**src/lr_pkg.sv**
```systemverilog
// ----------------------------------------------------------------------------
// lr_pkg
// Types, constants and helper functions shared by the line rasterizer modules.
// ----------------------------------------------------------------------------
package lr_pkg;

  localparam int GRID_SIZE   = 64;
  localparam int COORD_W     = 6;
  localparam int VALUE_W     = 32;
  localparam int QUEUE_DEPTH = 2;

  localparam logic [COORD_W-1:0] COORD_MAX = COORD_W'(GRID_SIZE - 1);

  typedef struct packed {
    logic [COORD_W-1:0] start_row;
    logic [COORD_W-1:0] start_col;
    logic [COORD_W-1:0] end_row;
    logic [COORD_W-1:0] end_col;
    logic [VALUE_W-1:0] paint_value;
  } cmd_item_t;

  typedef struct packed {
    logic [COORD_W-1:0] plot_row;
    logic [COORD_W-1:0] plot_col;
    logic [VALUE_W-1:0] plot_value;
    logic               last_cell;
  } plot_item_t;

  // Classified line command, as queued between front and back.
  typedef struct packed {
    logic [COORD_W-1:0] start_row;
    logic [COORD_W-1:0] start_col;
    logic [COORD_W-1:0] end_row;
    logic [COORD_W-1:0] end_col;
    logic [COORD_W-1:0] len;        // major axis length (d)
    logic [COORD_W:0]   row_step;   // signed row delta
    logic [COORD_W:0]   col_step;   // signed col delta
    logic [COORD_W-1:0] rem_init;   // (d - s) / 2
    logic [VALUE_W-1:0] value;
  } cmd_t;

  typedef struct packed {
    logic [COORD_W-1:0] quo;
    logic [COORD_W-1:0] rem;
  } axis_t;

  function automatic logic [COORD_W-1:0] clamp_coord(input logic [COORD_W-1:0] c);
    logic [COORD_W:0] wide;
    wide = {1'b0, c};
    if (wide > (COORD_W+1)'(GRID_SIZE - 1)) return COORD_MAX;
    return c;
  endfunction

  // One DDA step on an axis kept as quotient and remainder of acc / d.
  // |step| <= d and rem < d, so one correction keeps rem in range.
  function automatic axis_t axis_step(input axis_t cur,
                                      input logic [COORD_W:0] step,
                                      input logic [COORD_W-1:0] len);
    logic signed [COORD_W+1:0] sum;
    logic signed [COORD_W+1:0] dl;
    axis_t nxt;
    sum = $signed({2'b00, cur.rem}) + $signed({step[COORD_W], step});
    dl  = $signed({2'b00, len});
    if (sum >= dl) begin
      nxt.rem = COORD_W'(sum - dl);
      nxt.quo = cur.quo + COORD_W'(1);
    end else if (sum < 0) begin
      nxt.rem = COORD_W'(sum + dl);
      nxt.quo = cur.quo - COORD_W'(1);
    end else begin
      nxt.rem = COORD_W'(sum);
      nxt.quo = cur.quo;
    end
    return nxt;
  endfunction

endpackage

```
**src/lr_front.sv**
```systemverilog
// ----------------------------------------------------------------------------
// lr_front
// Accepts line commands, clamps the points and works out deltas, major axis
// length and the starting remainder for the back end.
// ----------------------------------------------------------------------------
module lr_front (
  input  logic               cmd_valid,
  output logic               cmd_stall,
  input  lr_pkg::cmd_item_t  cmd,
  output logic               push,
  input  logic               full,
  output lr_pkg::cmd_t       classified
);

  logic [lr_pkg::COORD_W-1:0] r0, c0, r1, c1;
  logic [lr_pkg::COORD_W:0]   dr, dc;
  logic [lr_pkg::COORD_W-1:0] abs_r, abs_c, len;
  logic                       same;
  logic [lr_pkg::COORD_W:0]   half_in;

  always_comb begin
    r0 = lr_pkg::clamp_coord(cmd.start_row);
    c0 = lr_pkg::clamp_coord(cmd.start_col);
    r1 = lr_pkg::clamp_coord(cmd.end_row);
    c1 = lr_pkg::clamp_coord(cmd.end_col);
    dr = {1'b0, r1} - {1'b0, r0};
    dc = {1'b0, c1} - {1'b0, c0};
    abs_r = dr[lr_pkg::COORD_W] ? lr_pkg::COORD_W'(-dr) : dr[lr_pkg::COORD_W-1:0];
    abs_c = dc[lr_pkg::COORD_W] ? lr_pkg::COORD_W'(-dc) : dc[lr_pkg::COORD_W-1:0];
    len   = (abs_r > abs_c) ? abs_r : abs_c;
    // both deltas nonzero with the same sign
    same  = (abs_r != '0) && (abs_c != '0) && (dr[lr_pkg::COORD_W] == dc[lr_pkg::COORD_W]);
    // len = 0 gives a junk remainder, but then no step cell is made
    half_in = {1'b0, len} - (lr_pkg::COORD_W+1)'(!same);

    classified.start_row = r0;
    classified.start_col = c0;
    classified.end_row   = r1;
    classified.end_col   = c1;
    classified.len       = len;
    classified.row_step  = dr;
    classified.col_step  = dc;
    classified.rem_init  = half_in[lr_pkg::COORD_W:1];
    classified.value     = cmd.paint_value;
  end

  assign cmd_stall = full;
  assign push      = cmd_valid && !full;

endmodule

```
**src/lr_queue.sv**
```systemverilog
// ----------------------------------------------------------------------------
// lr_queue
// Two-entry command queue between the front and the back end.
// ----------------------------------------------------------------------------
module lr_queue (
  input  logic          clk,
  input  logic          rst,
  input  logic          push,
  input  lr_pkg::cmd_t  wr_cmd,
  output logic          full,
  input  logic          pop,
  output logic          rd_valid,
  output lr_pkg::cmd_t  rd_cmd
);

  localparam int PTR_W = $clog2(lr_pkg::QUEUE_DEPTH);

  lr_pkg::cmd_t     entries [lr_pkg::QUEUE_DEPTH];
  logic [PTR_W-1:0] wr_ptr, rd_ptr;
  logic [PTR_W:0]   count;

  assign full     = (count == (PTR_W+1)'(lr_pkg::QUEUE_DEPTH));
  assign rd_valid = (count != '0);
  assign rd_cmd   = entries[rd_ptr];

  always_ff @(posedge clk) begin
    if (rst) begin
      wr_ptr <= '0;
      rd_ptr <= '0;
      count  <= '0;
    end else begin
      if (push) wr_ptr <= wr_ptr + PTR_W'(1);
      if (pop)  rd_ptr <= rd_ptr + PTR_W'(1);
      if (push && !pop)      count <= count + (PTR_W+1)'(1);
      else if (pop && !push) count <= count - (PTR_W+1)'(1);
    end
  end

  always_ff @(posedge clk) begin
    if (push) entries[wr_ptr] <= wr_cmd;
  end

endmodule

```
**src/lr_back.sv**
```systemverilog
// ----------------------------------------------------------------------------
// lr_back
// Steps one queued line at a time, one cell per cycle while the output is not
// stalled, into the output register; the end point closes each line.
// ----------------------------------------------------------------------------
module lr_back (
  input  logic               clk,
  input  logic               rst,
  input  logic               rd_valid,
  input  lr_pkg::cmd_t       rd_cmd,
  output logic               pop,
  output logic               plot_valid,
  input  logic               plot_stall,
  output lr_pkg::plot_item_t plot
);

  logic                       busy;
  lr_pkg::cmd_t               cur;
  lr_pkg::axis_t              row_ax, col_ax, row_next, col_next;
  logic [lr_pkg::COORD_W-1:0] remaining;
  logic                       adv, emit, fin, load;

  assign adv  = !plot_valid || !plot_stall;
  assign emit = busy && adv;
  assign fin  = emit && (remaining == '0);
  assign load = rd_valid && (!busy || fin);
  assign pop  = load;

  always_comb begin
    row_next = lr_pkg::axis_step(row_ax, cur.row_step, cur.len);
    col_next = lr_pkg::axis_step(col_ax, cur.col_step, cur.len);
  end

  always_ff @(posedge clk) begin
    if (rst) begin
      busy       <= 1'b0;
      plot_valid <= 1'b0;
    end else begin
      if (adv) plot_valid <= busy;
      if (load)     busy <= 1'b1;
      else if (fin) busy <= 1'b0;
    end
  end

  always_ff @(posedge clk) begin
    if (emit) begin
      plot.plot_value <= cur.value;
      if (remaining == '0) begin
        plot.plot_row  <= cur.end_row;
        plot.plot_col  <= cur.end_col;
        plot.last_cell <= 1'b1;
      end else begin
        plot.plot_row  <= row_ax.quo;
        plot.plot_col  <= col_ax.quo;
        plot.last_cell <= 1'b0;
      end
    end
    if (load) begin
      cur        <= rd_cmd;
      row_ax.quo <= rd_cmd.start_row;
      row_ax.rem <= rd_cmd.rem_init;
      col_ax.quo <= rd_cmd.start_col;
      col_ax.rem <= rd_cmd.rem_init;
      remaining  <= rd_cmd.len;
    end else if (emit && (remaining != '0)) begin
      row_ax    <= row_next;
      col_ax    <= col_next;
      remaining <= remaining - lr_pkg::COORD_W'(1);
    end
  end

endmodule

```
**src/line_rasterizer_top.sv**
```systemverilog
// The first cell of a line passes through a queue entry and the back end's
// axis registers before it reaches the output register.
// A line of major length d gives d+1 cells (1 to 64), one per cycle while the
// output does not stall, from the single stepping sequencer.
// Reset (rst, synchronous) empties the command queue and the output register.
// ----------------------------------------------------------------------------
// line_rasterizer_top
// DDA line rasterizer: classifying front end, two-entry command queue and a
// stepping back end that emits one grid cell per cycle while not stalled.
// ----------------------------------------------------------------------------
module line_rasterizer_top (
  input  logic               clk,
  input  logic               rst,
  input  logic               cmd_valid,
  output logic               cmd_stall,
  input  lr_pkg::cmd_item_t  cmd,
  output logic               plot_valid,
  input  logic               plot_stall,
  output lr_pkg::plot_item_t plot
);

  lr_pkg::cmd_t classified, rd_cmd;
  logic         push, full, pop, rd_valid;

  lr_front u_front (
    .cmd_valid  (cmd_valid),
    .cmd_stall  (cmd_stall),
    .cmd        (cmd),
    .push       (push),
    .full       (full),
    .classified (classified)
  );

  lr_queue u_queue (
    .clk      (clk),
    .rst      (rst),
    .push     (push),
    .wr_cmd   (classified),
    .full     (full),
    .pop      (pop),
    .rd_valid (rd_valid),
    .rd_cmd   (rd_cmd)
  );

  lr_back u_back (
    .clk        (clk),
    .rst        (rst),
    .rd_valid   (rd_valid),
    .rd_cmd     (rd_cmd),
    .pop        (pop),
    .plot_valid (plot_valid),
    .plot_stall (plot_stall),
    .plot       (plot)
  );

endmodule

```
**config.mk**
```make
export PLATFORM = sky130hd
export DESIGN_NAME = line_rasterizer_top
export DESIGN_NICKNAME = d
export VERILOG_FILES = /design/src/lr_pkg.sv /design/src/lr_front.sv /design/src/lr_queue.sv /design/src/lr_back.sv /design/src/line_rasterizer_top.sv
export SDC_FILE = /design/constraint.sdc
export NUM_CORES = 1
export LEC_CHECK = 0
export ABC_AREA = 1
export ABC_CLOCK_PERIOD_IN_PS = 9410
export BUFFER_PORTS_ARGS = -buffer_cell sky130_fd_sc_hd__buf_2
export CAP_MARGIN = 20
export CORE_MARGIN = 4
export CORE_UTILIZATION = 65
export CTS_BUF_LIST = sky130_fd_sc_hd__clkbuf_4
export CTS_CLUSTER_DIAMETER = 200
export DETAILED_ROUTE_END_ITERATION = 7
export PLACE_DENSITY = 0.88
export SYNTH_ARGS = -nofsm -noshare
export SYNTH_HDL_FRONTEND = slang
export SYNTH_SLANG_ARGS = --single-unit
```
**constraint.sdc**
```tcl
create_clock -name clk -period 9.41 [get_ports clk]
set_input_delay 1.882 -clock clk [delete_from_list [all_inputs] [get_ports clk]]
set_output_delay 1.882 -clock clk [all_outputs]
set_load 0.02 [all_outputs]
```
# [Word level (Yosys, flattened, before mapping)]
# Memory sizes are Yosys's and may differ from the RTL's. A register that Yosys moved wholly into a read port is not among the register bits.
# Cells that the tools add are included.
[op_classes] addsub=20 order_cmp=5 eq_ne=2 muxes=23 n_reduce_logical=30
[op_table] cell="2-to-1 mux 12 bit" count=9
[op_table] cell="2-to-1 mux 6 bit" count=5
[op_table] cell="nonzero test 6 bit" count=3
[op_table] cell="subtractor 6 x 1 -> 6 bit, second input constant" count=3
[op_table] cell="adder 7 x 7 -> 8 bit" count=2
[op_table] cell="greater-or-equal comparator 8 x 7 -> 1 bit" count=2
[op_table] cell="less-than comparator 8 x 1 -> 1 bit, second input constant" count=2
[op_table] cell="subtractor 6 x 6 -> 7 bit" count=2
[op_table] cell="adder 6 x 1 -> 6 bit, second input constant" count=2
[op_table] cell="adder 6 bit" count=2
[op_table] cell="negator 6 bit" count=2
[op_table] cell="subtractor 6 bit" count=2
[op_table] cell="logical AND 1 bit" count=9
[op_table] cell="nonzero test 2 bit" count=4
[op_table] cell="zero test 1 bit" count=7
[op_table] cell="2-to-1 mux 1 bit" count=7
[op_table] cell="subtractor 6 x 1 -> 7 bit" count=1
[op_table] cell="greater-than comparator 6 bit" count=1
[op_table] cell="zero test 6 bit" count=1
[op_table] cell="nonzero test 3 bit" count=2
[op_table] cell="2-to-1 mux 2 bit" count=2
[op_table] cell="AND reduction 2 bit" count=2
[op_table] cell="adder 1 bit, second input constant" count=2
[op_table] cell="adder 2 x 1 -> 2 bit, second input constant" count=1
[op_table] cell="other kinds (4)" count=5
[totals] register_bits=145 ram_bits=164 inputBits=60 out_inout_bits=47 word_cells=101 n_memories=1
[mem_list] name="u_queue.entries" words=2 width=82 rd=1 rd_ports_with_merged_regs=1 write_ports=1 line="lr_queue.sv:18" source="lr_pkg::cmd_t entries [lr_pkg::QUEUE_DEPTH];"

# [Logic depth before layout (Yosys ltp)]
# Gate-level depths: netlist of the first run.
[logic_depth] word_depth=9 mapped_depth=28 mapped_depth_nobuf=28

# [Hierarchy]
# Synthesis of the first run repeated with hierarchy kept, for this count alone.
[unflattened] cells_unflattened=1270 area_unflattened_um2=15661.3
[by_module_without_submodules] module="lr_back" instances=1 cells_each=667 area_per_inst_um2=7143.1 seq_area_each_um2=4214.0
[by_module_without_submodules] module="lr_queue" instances=1 cells_each=288 area_per_inst_um2=6546.3 seq_area_each_um2=5024.8
[by_module_without_submodules] module="lr_front" instances=1 cells_each=315 area_per_inst_um2=1971.9 seq_area_each_um2=0.0

# [Least setup slack after synthesis of the first run]
# OpenSTA, ideal clock, no wires.
[synth_timing] kind="input port to flip-flop" from="input cmd_valid" to="memory u_queue.entries[1][0] (netlist name) (enable)" setup_ns=0.525 t_arrival_ns=5.465 required_time_ns=8.885 setup_slack_ns=3.421 stages=2 n_path_buf=0 cell_sequence="o21ai_0 nor2_1"
[synth_between] elab_chain_cells=3
[synth_lines] item="start: declaration" line="line_rasterizer_top.sv:14" source="input logic cmd_valid,"
[synth_lines] item="logical AND 1 bit" line="lr_front.sv:48" source="assign push = cmd_valid && !full;"
[synth_lines] item="2-to-1 mux 1 bit" line="lr_queue.sv:40" source="if (push) entries[wr_ptr] <= wr_cmd;"
[synth_lines] item="2-to-1 mux 1 bit (implied by the code)" line="lr_queue.sv:40"
[synth_lines] item="end: declaration" line="lr_queue.sv:18"
# No other way between the ends.

==> results of run 1 <==
per-layer routing:
metal / vias up / GRT usage, % / routed length [µm]
li1: 4294 / - / -
met4: 0 / 8.719 / 655
met3: 75 / 5.669 / 2245
met1: 4213 / 29.76 / 11080
met5: - / 0 / 0
met2: 360 / 37.86 / 13500
worst register-to-register path, delay by kind of cell, from the launching register on:
kind            cells  cell delay, ps
fa+ha+maj           3             990
simple gates        4             570
xor+xnor            1             170
flops               1             400
buf+inv             1             100
compound gates      5            1250
Yosys cell counts (2+ instances only):
| cell type | count |
|---|---|
| nor2_1 | 65 |
| xnor2_1 | 11 |
| nor2_4 | 2 |
| a21o_1 | 2 |
| nand4_1 | 6 |
| o21bai_1 | 5 |
| and2_1 | 2 |
| nor3_4 | 2 |
| inv_2 | 7 |
| mux2_2 | 72 |
| nand3_1 | 52 |
| nand2_2 | 17 |
| nor3b_1 | 2 |
| dfxtp_1 | 7 |
| buf_2 | 4 |
| edfxtp_1 | 303 |
| nor3_1 | 6 |
| inv_1 | 122 |
| ha_1 | 63 |
| a21oi_1 | 56 |
| xor2_1 | 34 |
| clkbuf_1 | 17 |
| nand2_1 | 167 |
| nand2_4 | 8 |
| fa_1 | 8 |
| a31oi_1 | 3 |
| nand3_4 | 2 |
| o211ai_1 | 2 |
| o21ai_0 | 38 |
| or2_2 | 3 |
| nand3_2 | 6 |
| a211oi_1 | 10 |
| clkinv_1 | 3 |
state kept, by name, indices dropped and copies added (netlist names), named ones only:
name / count
u_back.busy: 1
u_queue.entries: 164
u_back.cur: 64
u_queue.count: 2
u_queue.rd_ptr: 1
u_back.plot_valid: 1
u_back.row_ax: 12
u_back.remaining: 6
u_back.plot: 45
u_back.col_ax: 12
u_queue.wr_ptr: 1
cell type report:
class | count | area, µm²
Antenna cell | 2 | 5.005
Clock buffer | 102 | 765.7
Clock inverter | 27 | 195.2
Fill cell | 1425 | 5605
Inverter | 133 | 501.7
Multi-Input combinational cell | 653 | 4499
Sequential cell | 310 | 9243
Tap cell | 280 | 350.3
Timing Repair Buffer | 114 | 590.6
final timing paths:
kind,start,end,slack (ps),depth (start not counted)
max,cmd[38],u_queue.entries[0][35]$_DFFE_PP_,4320,23
min,u_back.cur[23]$_DFFE_PP_,u_back.plot[24]$_DFFE_PP_,410,0
max reg2reg,u_back.cur[45]$_DFFE_PP_,u_back.row_ax[9]$_DFFE_PP_,5570,14
min reg2reg,u_back.cur[23]$_DFFE_PP_,u_back.plot[24]$_DFFE_PP_,410,0
logic make-up (layout without fill, tap and decap cells):
logic type | after synthesis | count (layout) | synth area share (%)
AOI/OAI and AO/OA | 121 | 121 | 4.846
xor gates and xnor gates | 45 | 45 | 2.755
adders and majority gates | 71 | 71 | 6.630
buffers and inverters | 155 | 376 | 4.146
DFF | 310 | 310 | 64.58
muxes | 72 | 72 | 5.668
other | 0 | 2 | 0
and+or+nand+nor | 344 | 344 | 11.37
through the flow:
step	hold WS, ps	cells
final	409.2	1621
after detailed placement	404.5	1490
after floorplan	400.3	1118
after global placement	400.6	1490
after CTS	413.2	1619
after global routing	418.3	1621
cell usage in the layout (no fill, tap or decap), drive strengths merged, types with 34 or more instances in the layout:
cell / instances
edfxtp: 303
nand2: 192
inv: 131
buf: 114
clkbuf: 102
mux2: 72
nor2: 68
ha: 63
nand3: 60
a21oi: 58
o21ai: 39
xor2: 34
==> impl_metrics.csv, run 1 <==
group,metric,value,unit
logic_synthesis,yosysTopAreaCell,"edfxtp_1",
logic_synthesis,syn_avg_cell_area,12.80,µm²
grt,grt.overflow.total,0,
setup_path,worstPathCellList,"buf_2, inv_1, ha_1, inv_1, fa_1, inv_1, ha_1, o21ai_0, inv_1, ha_1, inv_1, nor2_1, nor2_1, o21ai_0, a21oi_1, o211ai_2, nand3_1, nand3_4, inv_1, ha_1, nand2_1, nor2_2, xor2_1",
hold_path,hold_class,"reg2reg",
drt,postRouteAntennaNets,0,
setup_path,worst_path_max_delay_cell,"fa_1",
logic_synthesis,ys_ff_latch,310,
grt,antenna_found_initial,2,
grt,grt_pass1_wl,44090,µm
timing,worst_slack,4320,ps
floorplan,placementRows,54,
clock_network,cts-root-buf,"clkbuf_4",
grt,track_usage,22.95,%
setup_path,required,9810,ps
setup_path,worstSetupStartpointType,"input port",
placement,placed_area,0.01518,mm²
clock_network,path_clk_slew,60,ps
clock_network,cts_setup_buffers,0,
placement,post-place-ws,3637,ps
clock_network,cts.path.max_buffers,3,
floorplan,fp.dieH,156.4,µm
timing,max_freq,196.4,MHz
floorplan,die_w,156.4,µm
logic_synthesis,netlist_instances,1118,
timing,hold_viol_final,0,
timing,max-slew-margin-rel,30.55,%
setup_path,crit_buf_inv,7,
logic_synthesis,synth.net_count,1249,
drt,drt-initial-drc-count,962,
drt,route.detailed.drc,0,
setup_path,crit_path_frequent_cell,"inv_1",
timing,tns,0,ps
setup_path,crit_family,"adder cells",
drt,post_drt_wl_per_cell,16.95,µm
grt,grt_max_degree,81,
logic_synthesis,synthFlopType,"edfxtp_1",
run,cap_violations,0,
timing,fin_worst_skew,44.48,ps
clock_network,postCtsHoldBufs,0,
timing,rsz0062_at_grt,"no",
logic_synthesis,synth_area_leaders,"edfxtp_1, mux2_2, ha_1",
drt,dr.pass1.iters,5,
logic_synthesis,synthArstFlopShare,0,%
timing,period_share,54.10,%
drt,routed_wl,27480,µm
cells_and_area,drive_gt1_share,26.66,%
timing,drv_slew,0,
setup_path,crit_type,"in2reg",
floorplan,coreArea,0.02176,mm²
logic_synthesis,synth_seq_area_share,64.58,%
timing,final-setup-viol-count,0,
floorplan,die_area,0.02445,mm²
clock_network,post_cts_resized,0,
run_status,status,"finished clean",
setup_path,cp_data_arrival_time,5500,ps
drt,via_per_inst,5.516,
setup_path,path_max_fanout,5,
cells_and_area,area_delta_synth_final,12.90,%
cells_and_area,nNetsFinal,1419,
logic_synthesis,synth_area,0.01430,mm²
cells_and_area,finalInstanceArea,0.01615,mm²
logic_synthesis,synth.distinct_cells,44,
logic_synthesis,ys_warn_count,0,
placement,port_buffers,106,
clock_network,cts_tree,"built",
logic_synthesis,yosysTopAreaCellShare,63.61,%
setup_path,endpoint_kind,"register",
clock_network,clock-sinks,310,
clock_network,clk_latency,710,ps
clock_network,htreeDepth,3,
logic_synthesis,synth-edff-count,303,
floorplan,io_pins,107,
drt,vias,8942,
cells_and_area,final_util,74.24,%
grt,grt_pass1_vias,9113,
timing,tightestPinTransition,1042,ps
timing,layout_min_cycle_time,5090,ps
placement,dp_hpwl,19050,µm
setup_path,cp_slowest_stage_delay,570,ps
floorplan,start_util,65.75,%
placement,gp_congestion,0.9433,
clock_network,cts_inserted_buffers,76,
Power of run 1 is not shown: default switching activity piles up to over one toggle a cycle in this logic, so the estimate is an artifact.
==> inputs of run 2 (changes only) <==
Settings changed: ABC_CLOCK_PERIOD_IN_PS 9410 to 4200, CORE_UTILIZATION 65 to 56, PLACE_DENSITY 0.88 to 0.81.
Clock period 9.41 ns to 4.2 ns, I/O delays scaled along.
==> impl_metrics.csv, run 2 (synthesis results as in run 1) <==
group,metric,value,unit
run_status,status,"finished clean",
setup_path,path_max_fanout,4,
cells_and_area,reg_top3,"u_queue.entries (164), u_back.cur (64), u_back.plot (45)",
setup_path,required,4620,ps
cells_and_area,seq_area,0.009243,mm²
clock_network,cts.path.max_buffers,3,
grt,grt.overflow.total,0,
timing,final-setup-viol-count,0,
timing,hold_viol_final,0,
cells_and_area,final_common_cell,"edfxtp_1",
timing,layout_min_cycle_time,3751,ps
clock_network,cts_setup_buffers,0,
drt,routed_wl,28960,µm
cells_and_area,num-fill-cells,1765,
placement,port_buffers,106,
placement,post-place-ws,-241.2,ps
grt,grt_max_degree,61,
floorplan,die_w,167.8,µm
placement,dp_hpwl,19690,µm
floorplan,coreArea,0.02518,mm²
cells_and_area,largest_register_ffs,164,
floorplan,io_pins,107,
run,cap_violations,0,
cells_and_area,drive_gt1_share,29.99,%
setup_path,cp_data_arrival_time,4170,ps
hold_path,hold_class,"in2reg",
clock_network,cts-root-buf,"clkbuf_4",
drt,vias,9117,
timing,max-slew-margin-rel,38.93,%
floorplan,placementRows,58,
timing,rsz0062_at_grt,"no",
cells_and_area,final_cell_mix,"edfxtp_1, nand2_1, inv_1",
grt,antenna_found_initial,1,
floorplan,fp.dieH,167.8,µm
floorplan,die_area,0.02817,mm²
cells_and_area,regMostFlops,"u_queue.entries",
clock_network,htreeDepth,3,
clock_network,post_cts_resized,0,
grt,track_usage,20.83,%
clock_network,cts_tree,"built",
clock_network,cts_inserted_buffers,78,
clock_network,clock-sinks,310,
timing,max_freq,266.6,MHz
timing,worst_slack,449.4,ps
setup_path,endpoint_kind,"register",
timing,tightestPinTransition,913.9,ps
grt,grt_pass1_wl,46890,µm
drt,route.detailed.drc,0,
setup_path,crit_type,"in2reg",
floorplan,start_util,56.81,%
cells_and_area,nNetsFinal,1471,
drt,via_per_inst,5.285,
drt,drt-initial-drc-count,648,
drt,postRouteAntennaNets,0,
cells_and_area,multi_input_area,0.004499,mm²
cells_and_area,final_util,66.08,%
clock_network,clk_latency,700,ps
placement,gp_congestion,0.9099,
cells_and_area,area_delta_synth_final,16.32,%
drt,dr.pass1.iters,5,
drt,post_drt_wl_per_cell,16.79,µm
timing,drv_slew,0,
setup_path,worstSetupStartpointType,"input port",
timing,period_share,89.30,%
clock_network,path_clk_slew,70,ps
timing,fin_worst_skew,35.73,ps
grt,grt_pass1_vias,9560,
clock_network,postCtsHoldBufs,0,
[run 2: changes by cell type in the layout (fill, tap and decap cells not counted), moves of 2 or more]
cell / delta
buf_4: +48
clkbuf_4: +12
clkinv_1: -6
buf_12: +2
bufinv_16: -2
clkinv_4: +2
[run 2: path summary, 6_finish.rpt]
| kind | startpoint | end | slack (ps) | cells past startpoint |
|---|---|---|---|---|
| worst max-delay path | cmd[38] | u_queue.entries[1][37]$_DFFE_PP_ | 450 | 26 |
| worst min-delay path | cmd[9] | u_queue.entries[1][9]$_DFFE_PP_ | 330 | 1 |
| worst max register to register | u_back.row_ax[0]$_DFFE_PP_ | u_back.row_ax[2]$_DFFE_PP_ | 650 | 17 |
| worst min register to register | u_back.cur[21]$_DFFE_PP_ | u_back.plot[22]$_DFFE_PP_ | 420 | 0 |
[run 2: worst max-delay path, stage by stage]
cell and delay [ps]:
buf_2 110, inv_1 50, ha_1 140, inv_1 60, fa_1 500, inv_1 60, buf_4 140, ha_1 200
xor2_1 150, nand2_1 60, nand2_1 70, inv_1 50, ha_1 290, nand2_1 50, o21ai_0 170, a21oi_1 110
nor2_1 190, nand2_4 80, nand2_4 80, nand3_1 130, nand3_4 120, inv_1 50, ha_1 190, nand2_1 80
nor2_2 40, nor3b_2 160
[run 2: through the flow]
step	TNS, ps	std cells	hold WS (ps)	instance area, µm²
after floorplan	0	1118	400.3	14310
after global placement	-1282	1590	400.3	15650
after detailed placement	-2146	1590	404.5	15650
after CTS	0	1724	275.4	16640
after global routing	0	1725	276.7	16640
final	0	1725	329.0	16640
[run 2: metal layers]
| layer | vias up | wire length, µm | GRT usage, % |
|---|---|---|---|
| met5 | - | 0 | 0 |
| met4 | 0 | 828 | 8.151 |
| met3 | 61 | 1904 | 4.837 |
| met2 | 313 | 14720 | 36.08 |
| met1 | 4352 | 11510 | 25.48 |
| li1 | 4391 | - | - |
[run 2: area by class of cell]
class / instances / area share, %
Sequential cell: 310 / 55.55
Antenna cell: 1 / 0.01504
Multi-Input combinational cell: 653 / 27.04
Clock inverter: 20 / 0.8046
Timing Repair Buffer: 164 / 5.955
Inverter: 133 / 3.015
Clock buffer: 114 / 5.143
Tap cell: 330 / 2.481
Power of run 2 is left out for the same reason.
